$ cat src/hdl/stge_pkg.sv
// Shared constants, codes and interface types of the stabilizer tableau gate engine.
`timescale 1ns / 1ps

package stge_pkg;

    // Fixed field widths of the stream beats and the configuration register.
    localparam int WORD_BITS  = 32;
    localparam int BIT_W      = 5;
    localparam int MODE_W     = 3;
    localparam int QUBIT_W    = 6;
    localparam int ROW_SEL_W  = 7;
    localparam int ACT_W      = 7;
    localparam int STATUS_W   = 2;
    localparam int IN_DATA_W  = 88;
    localparam int OUT_DATA_W = 72;
    localparam int OUT_USED_W = 2 * WORD_BITS + 1 + STATUS_W;

    // Qubit count in use after reset.
    localparam logic [ACT_W-1:0] ACTIVE_RESET = 7'd64;

    // Operation codes carried in the input tuser.
    localparam logic [MODE_W-1:0] MODE_HADAMARD = 3'd0;
    localparam logic [MODE_W-1:0] MODE_PHASE    = 3'd1;
    localparam logic [MODE_W-1:0] MODE_CNOT     = 3'd2;
    localparam logic [MODE_W-1:0] MODE_WRITE    = 3'd3;
    localparam logic [MODE_W-1:0] MODE_READ     = 3'd4;

    // Result status codes.
    localparam logic [STATUS_W-1:0] ST_DONE  = 2'd0;
    localparam logic [STATUS_W-1:0] ST_RANGE = 2'd1;
    localparam logic [STATUS_W-1:0] ST_EQUAL = 2'd2;

    // What the held item asks for once its fields have been checked.
    typedef enum logic [1:0] {
        KIND_GATE,
        KIND_WRITE,
        KIND_READ,
        KIND_SKIP
    } kind_t;

    // Commands from the controller to the datapath.
    typedef struct packed {
        logic load;
        logic row_clr;
        logic gate_rd;
        logic cell_wr;
        logic res_cap;
        logic out_load;
    } ctrl_cmd_t;

    // Status from the datapath to the controller.
    typedef struct packed {
        kind_t kind;
        logic  last_row;
        logic  out_free;
    } dp_status_t;

endpackage

$ cat src/hdl/stge_ctrl.sv
// Controller state machine that sequences each item through the datapath.
`timescale 1ns / 1ps

module stge_ctrl (
    input  logic                   clk,
    input  logic                   rst_n,
    input  logic                   s_tvalid,
    output logic                   s_tready,
    input  stge_pkg::dp_status_t   stat,
    output stge_pkg::ctrl_cmd_t    cmd
);

    typedef enum logic [2:0] {
        S_IDLE,
        S_DECODE,
        S_GATE,
        S_DRAIN,
        S_CELL_WR,
        S_CELL_RD,
        S_CELL_CAP,
        S_FINISH
    } state_t;

    state_t state_reg;
    state_t state_next;

    // An item is taken only while nothing else is in flight.
    assign s_tready = (state_reg == S_IDLE);

    // Next state and the commands of each state.
    always_comb
    begin
        state_next = state_reg;
        cmd        = '0;
        unique case (state_reg)
            S_IDLE:
            begin
                cmd.load = s_tvalid;
                if (s_tvalid)
                begin
                    state_next = S_DECODE;
                end
            end
            S_DECODE:
            begin
                cmd.row_clr = 1'b1;
                unique case (stat.kind)
                    stge_pkg::KIND_GATE:  state_next = S_GATE;
                    stge_pkg::KIND_WRITE: state_next = S_CELL_WR;
                    stge_pkg::KIND_READ:  state_next = S_CELL_RD;
                    stge_pkg::KIND_SKIP:  state_next = S_FINISH;
                endcase
            end
            S_GATE:
            begin
                cmd.gate_rd = 1'b1;
                if (stat.last_row)
                begin
                    state_next = S_DRAIN;
                end
            end
            S_DRAIN:
            begin
                // The datapath writes back the last row read.
                state_next = S_FINISH;
            end
            S_CELL_WR:
            begin
                cmd.cell_wr = 1'b1;
                state_next  = S_FINISH;
            end
            S_CELL_RD:
            begin
                state_next = S_CELL_CAP;
            end
            S_CELL_CAP:
            begin
                cmd.res_cap = 1'b1;
                state_next  = S_FINISH;
            end
            S_FINISH:
            begin
                if (stat.out_free)
                begin
                    cmd.out_load = 1'b1;
                    state_next   = S_IDLE;
                end
            end
        endcase
    end

    // State register.
    always_ff @(posedge clk or negedge rst_n)
    begin
        if (!rst_n)
        begin
            state_reg <= S_IDLE;
        end
        else
        begin
            state_reg <= state_next;
        end
    end

    // A result is never pushed into an occupied output register.
    assert property (@(posedge clk) disable iff (!rst_n)
        cmd.out_load |-> stat.out_free)
        else $error("result loaded while the output register is busy");

    // Every accepted beat is decoded in the following cycle.
    assert property (@(posedge clk) disable iff (!rst_n)
        cmd.load |=> (state_reg == S_DECODE))
        else $error("accepted beat not followed by decode");

    // A row sweep always ends with a write-back cycle before the result.
    assert property (@(posedge clk) disable iff (!rst_n)
        (cmd.gate_rd && stat.last_row) |=> (state_reg == S_DRAIN))
        else $error("row sweep ended without write-back");

endmodule

$ cat config.mk
export PLATFORM = sky130hd
export DESIGN_NAME = stge_ctrl
export DESIGN_NICKNAME = d
export VERILOG_FILES = /design/src/hdl/stge_pkg.sv /design/src/hdl/stge_ctrl.sv
export SDC_FILE = /design/constraint.sdc
export NUM_CORES = 1
export LEC_CHECK = 0
export ABC_AREA = 1
export BUFFER_PORTS_ARGS = -buffer_cell sky130_fd_sc_hd__buf_4
export CAP_MARGIN = 40
export CORE_AREA = 2 2 39 41
export DETAILED_ROUTE_END_ITERATION = 8
export DIE_AREA = 0 0 41 43
export GPL_ROUTABILITY_DRIVEN = 0
export GPL_TIMING_DRIVEN = 1
export SYNTH_ARGS = -nofsm -noshare
export SYNTH_HDL_FRONTEND = slang
export SYNTH_SLANG_ARGS = --single-unit
$ cat constraint.sdc
create_clock -name clk -period 1.3 [get_ports clk]
set_clock_uncertainty 0.2 [all_clocks]
set_input_delay 0.26 -clock clk [delete_from_list [all_inputs] [get_ports clk]]
set_output_delay 0.26 -clock clk [all_outputs]
set_load 0.005 [all_outputs]
**Word-level counts from Yosys, hierarchy flattened**

Cells that the tools add are included.

- Flip-flop bits (word level): 3
- Input port bits: 7
- Output and inout bits: 7
- Word-level logic and storage cells: 30

- Equal/unequal tests: 13
- Multiplexer cells: 12
- Reduce and logical (&&, ||, !) cells: 4

Operators by type and width:

| cell | count |
|---|---|
| $pmux W3 S6 | 1 |
| $eq A3 B3 Y1 const B | 4 |
| $pmux W3 S4 | 1 |
| $mux W3 | 3 |
| $mux W1 | 7 |
| $eq A3 B2 Y1 const B | 2 |
| $ne A2 B2 Y1 const B | 3 |
| $eq A2 B2 Y1 const B | 2 |
| $eq A3 B1 Y1 const B | 1 |
| $logic_not A3 Y1 | 1 |
| $reduce_and A3 Y1 | 1 |
| $reduce_or A3 Y1 | 1 |
| $eq A2 B1 Y1 const B | 1 |
| $logic_not A2 Y1 | 1 |

**Depth between registers and ports, before layout**

Gate-level depths: netlist of run 1.

- Depth in word-level cells: 3
- Gate-level depth with buffers: 6
- Mapped depth without buffers: 6

**Worst setup path after synthesis of run 1**

OpenSTA, ideal clock, no wires.

- Path kind: register to output
- Start: register state_reg[1]
- End: output cmd[5] (netlist name)
- Arrival time: 779 ps
- Required time: 840 ps
- Path slack: 61 ps
- Cell stages (with the launch flop): 4
- Path buffers: 0
- Cells stage by stage: dfrtp_1 > nor2_1 > nand2_1 > nor2_1

RTL lines:

| item | RTL line | source |
|---|---|---|
| start, declared | stge_ctrl.sv:24 | `state_t state_reg;` |
| start signal, assigned | stge_ctrl.sv:101 | `state_reg <= state_next;` |
| end, declared | stge_ctrl.sv:10 | `output stge_pkg::ctrl_cmd_t cmd` |

==> results of run 1 <==
==> synthesized netlist by cell type (all sizes together) <==
master	n
inv	11
nand2	9
nor2	9
nand3	6
dfrtp	3
ha	3
buf	1
nor3	1
o211ai	1
o21bai	1
==> per-stage QoR <==
step,instances,utilization (%),hold slack (ns),setup slack [ns],instance area [um^2]
after floorplan,45,-,-0.236,0.0608,305
after global placement,77,32.4,-0.150,-0.0764,448
after detailed placement,77,32.4,-0.149,-0.113,448
after CTS,85,36.9,0.135,-0.263,510
after global routing,87,41.3,0.169,-0.314,572
final,87,41.3,0.155,-0.254,572
==> repair_timing <==
action,in CTS,in global routing
endpoints found under the hold margin,3,0
gates resized for setup,2,15
hold buffers,1,0
setup endpoints to repair,7,10
buffers inserted,3,3
pin swaps,1,5
==> worst paths after layout <==
kind,startpoint,to,slack (ns),cells after the start
min,rst_n,state_reg[0],0.16,2
max reg2reg,state_reg[0],state_reg[0],-0.03,6
min in group clk,stat[1],state_reg[1],0.16,4
max in group asynchronous,rst_n,state_reg[2],0.63,2
min reg2reg,state_reg[2],state_reg[1],0.49,3
max,state_reg[1],cmd[5],-0.25,4
==> power by group through the flow <==
stage          clock network (uW)  registers [uW]  logic [uW]
6_report                      155             250         734
5_1_grt                       171             258         806
4_1_cts                       162             217         606
3_5_place_dp                    0             211         550
3_3_place_gp                    0             211         546
2_1_floorplan                   0             180         339
==> final cells by class <==
| type | count | area share [%] |
|---|---|---|
| timing repair buffer | 23 | 32.6 |
| tap | 16 | 3.50 |
| sequential | 3 | 13.8 |
| inverter | 11 | 7.66 |
| clock buffer | 4 | 4.60 |
| multi-input combinational | 30 | 37.9 |
==> routing by layer <==
layer  up-vias  routed length (um)  track usage [%]
li1        188                   -                -
met1       151                 288             11.7
met2         7                 391             11.9
met3         0                  53             4.71
met4         0                   0             4.00
met5         -                   0                0
==> cells by family after synthesis <==
family / Yosys count / share of synthesized area (%)
AND/OR/NAND/NOR: 25 / 40.2
buffers and inverters: 12 / 15.2
adder cells (fa/ha/maj): 3 / 12.3
flip-flops: 3 / 24.6
AO/OA/AOI/OAI: 2 / 7.79
==> critical path, delay by kind of cell, from the launching register on <==
kind	cells	cell delay, ns
flops	1	0.45
simple gates	3	0.31
buf+inv	1	0.11
==> run metrics, run 1 <==
status=complete, but fails checks; failing checks=setup timing; I/O Pins=14; routed wire length=around 730 um; Avg Cell Area, Syn=~6.8 um^2; starting density of the core=around 22%; unrepaired setup endpoints after global routing=true; clock latency on the worst-skew pair=roughly 0.22 ns; detailed-route DRC error count=0; Sw Ratio=40.6%; synthesized flop and latch total=3; Worst VDD drop=756 uV; wire per inst=about 8.4 um; top cell type by total area after synthesis=dfrtp_1; filler cell count=150; combinational fraction of design power=64.5%; storage element area=78.8 um^2; Sw Pwr=between 400 and 500 uW; sequential area share after synthesis=~25%; setup violators final=8; root buffer cell=clkbuf_4; Syn Inst Count=45; PortBufs=13; fin crit share=120%; sequential share of power=21.9%; Req. time, crit path=approximately 0.84 ns; total internal power=roughly 680 uW; CTS Buf Count=3; global-route wire length before repair=about 1.0 mm; worst-margin pin slew=roughly 0.18 ns; post-synth cell types=13; CP Max Fanout=5; # Max-Cap Violations=0; fmax=about 640 MHz; TritonCTS clock tree=built; Total GRT Usage=around 9%; WS Path Type=flop to output pin; kind of end point of the critical path=output pin; vias per cell=3.98; Largest stage delay, worst path=around 0.45 ns; Leakage=0.000315 uW; Std-Cell Rows=14; CTS H-Tree Depth=1; total power=1140 uW; vias post-DR=346; Relative slew margins=between 80% and 90%; Setup TNS=-1.60 ns; Synth top area share=roughly a quarter; First DRT Iteration DRCs=5; die height=43 um; die width=approximately 40 um; final slew viol count=0; Pwr Density=roughly 2000 nW/um^2; Worst setup SP type=flop; Final Hold Viols=0; antenna-violating nets left=0; most common cell after layout, fill and taps aside=buf_4; synth-to-layout area growth=87.3%; crit-path cells=nor2_4, nand2_2, nor2_2, buf_4; Detail Placement HPWL=542 um; slowest CP cell=dfrtp_2; crit path time final=between 1.5 and 2 ns; ANT cells=0; commonest cells after routing, fill and taps aside=buf_4, inv_1, nand2_1; area of the multi-input gates=approximately 220 um^2; worst hold path type=input pin to async pin; DRT Pass-1 Iters=2; CP Data Arrival Time=approximately 1.1 ns; die area=roughly 1800 um^2; main area contributors after synthesis=dfrtp_1, ha_1, inv_1, nand2_1, nand3_2; Sink Count=3; pin count of the biggest net entering global routing=8; final setup margin=-0.254 ns; Clock Tree Buf Depth=2; Nets=82; Ys Warns=0; Mapped Nets=55; number of global-route vias before repair=approximately 290; max FFs per register=3; initial antenna violation count=0; Core ar.=about 1400 um^2; Clock transition at path regs=about 0.030 ns; grt ovf=0; Mapped Area=between 300 and 400 um^2; clock share of power=between 10% and 20%; share of cells above drive strength 1=62.0%
No activity file was read; power rests on OpenSTA's default activity.
==> inputs of run 2 (changes only) <==
Settings changed: REMOVE_ABC_BUFFERS from default to 1.
Clock period 1.3 ns to 1.25 ns, I/O delays scaled along.
==> run 2 against run 1 <==
Compared with the run above: the run still ends with setup timing left; first-iteration DRC count down 80%; clock power grew 8%; sequential cell count unchanged; largest cell class unchanged.
==> run metrics, run 2 (synthesis gave the netlist of run 1 again) <==
status=complete, but fails checks; failing checks=setup timing; hold_sp=stat[1]; Clock transition at path regs=approximately 0.04 ns; final slew viol count=0; Core ar.=about 1400 um^2; final non-filler cell total=a little under 90; share of cells above drive strength 1=between 60% and 70%; total power=roughly 1200 uW; WS Path Type=flop to output pin; max FFs per register=3; WHS Path Cells=4; Req. time, crit path=about 0.8 ns; Total GRT Usage=a little over a tenth; root buffer cell=clkbuf_4; crit path time final=roughly 1.5 ns; detailed-route DRC error count=0; Largest stage delay, worst path=about 0.4 ns; Endpoint, Worst Hold=state_reg[1]; CP Max Fanout=3; antenna-violating nets left=0; setup violators final=9; fin crit share=122%; vias post-DR=360; CTS Buf Count=3; Std-Cell Rows=14; Sink Count=3; DRT Pass-1 Iters=2; Placed Instances=80; Setup WS pre-CTS=-0.119 ns; CP Data Arrival Time=roughly 1.1 ns; R2R setup slack=-0.02 ns; clock latency on the worst-skew pair=0.23 ns; synth-to-layout area growth=90.6%; Nets=83; die height=about 43 um; routed wire length=778 um; # Max-Cap Violations=0; PortBufs=13; worst hold path type=input pin to flop; vias per cell=4.09; initial antenna violation count=0; die width=41 um; die area=between 1500 and 2000 um^2; post-route cell area=roughly 580 um^2; fmax=654 MHz; ANT cells=0; starting density of the core=around 22%; CTS H-Tree Depth=1; r2r worst-path depth=5; number of global-route vias before repair=around 340; TritonCTS clock tree=built; pin count of the biggest net entering global routing=7; FF-to-FF Start=state_reg[1]; worst reg2reg endpoint=state_reg[2]; Pwr Density=between 2000 and 2500 nW/um^2; grt ovf=0; global-route wire length before repair=between 1 and 1.5 mm; Relative slew margins=~88%; First DRT Iteration DRCs=1; final setup margin=-0.279 ns; Detail Placement HPWL=594 um; worst-margin pin slew=0.183 ns; unrepaired setup endpoints after global routing=true; crit-path cells=nor2_2, nand2_2, nor2_1, buf_4; wire per inst=8.84 um; Worst VDD drop=843 uV; Final Hold Viols=0; Setup TNS=-1.86 ns; commonest cells after routing, fill and taps aside=buf_4, inv_1, nand2_1; slowest CP cell=dfrtp_1; Leakage=around 0.00033 uW; I/O Pins=14; Clock Tree Buf Depth=2; most common cell after layout, fill and taps aside=buf_4; Worst setup SP type=flop; placed cell area=approximately 470 um^2; kind of end point of the critical path=output pin
run 2: cell count changes in the layout (fill, tap and decap cells not counted):
cell,previous run,this run
dfrtp_1,0,2
dfrtp_2,3,1
buf_4,19,20
inv_1,8,7
inv_2,2,3
nand2_2,3,2
nand2_4,0,1
nor2_2,3,4
nor2_4,2,1
nor3_1,1,0
nor3_2,0,1
run 2: metal layers:
layer  global-route usage (%)  share of wire (%)  vias up
met3                     4.71                5.0        0
met1                     12.7                 43      165
met2                     16.6                 51        8
li1                         -                  -      187
met5                        0                  0        -
met4                     4.00                  0        0
run 2: worst max path at each step:
stage / startpoint / to
global placement: state_reg[1] / cmd[5]
CTS: state_reg[1] / cmd[3]
floorplan: state_reg[1] / cmd[5]
detailed placement: state_reg[1] / cmd[5]
finish: state_reg[2] / cmd[5]
global route: state_reg[0] / cmd[1]
run 2: timing repair:
action	CTS	global route
endpoints found under the hold margin	3	0
setup buffers	3	1
hold buffers	1	0
endpoints found under the setup margin	8	10
gates cloned	0	0
pin swaps	3	7
gates resized for setup	8	9
run 2: per-stage QoR:
step | hold WS, ns | util, %
after floorplan | -0.246 | -
after global placement | -0.159 | 34.0
after detailed placement | -0.160 | 34.0
after CTS | 0.118 | 39.7
after global routing | 0.154 | 42.0
final | 0.142 | 42.0
run 2: layout make-up:
type | instances | area [um^2]
inverters | 11 | 43.8
multi-input cells | 30 | 221
well taps | 16 | 20.0
clock buffers | 4 | 26.3
flip-flops and latches | 3 | 76.3
fillers | 144 | 802
repair buffers | 24 | 194
run 2: worst max-delay path, delay by kind of cell (launching register included):
family,cells,cell delay [ns]
DFF,1,0.40
and+or+nand+nor,3,0.34
buffers and inverters,1,0.12
run 2: power by group:
| part | switching, uW | internal [uW] |
|---|---|---|
| combinational | 385 | 448 |
| clock | 48.0 | 120 |
| sequential | 77.9 | 149 |
| total | 511 | 716 |
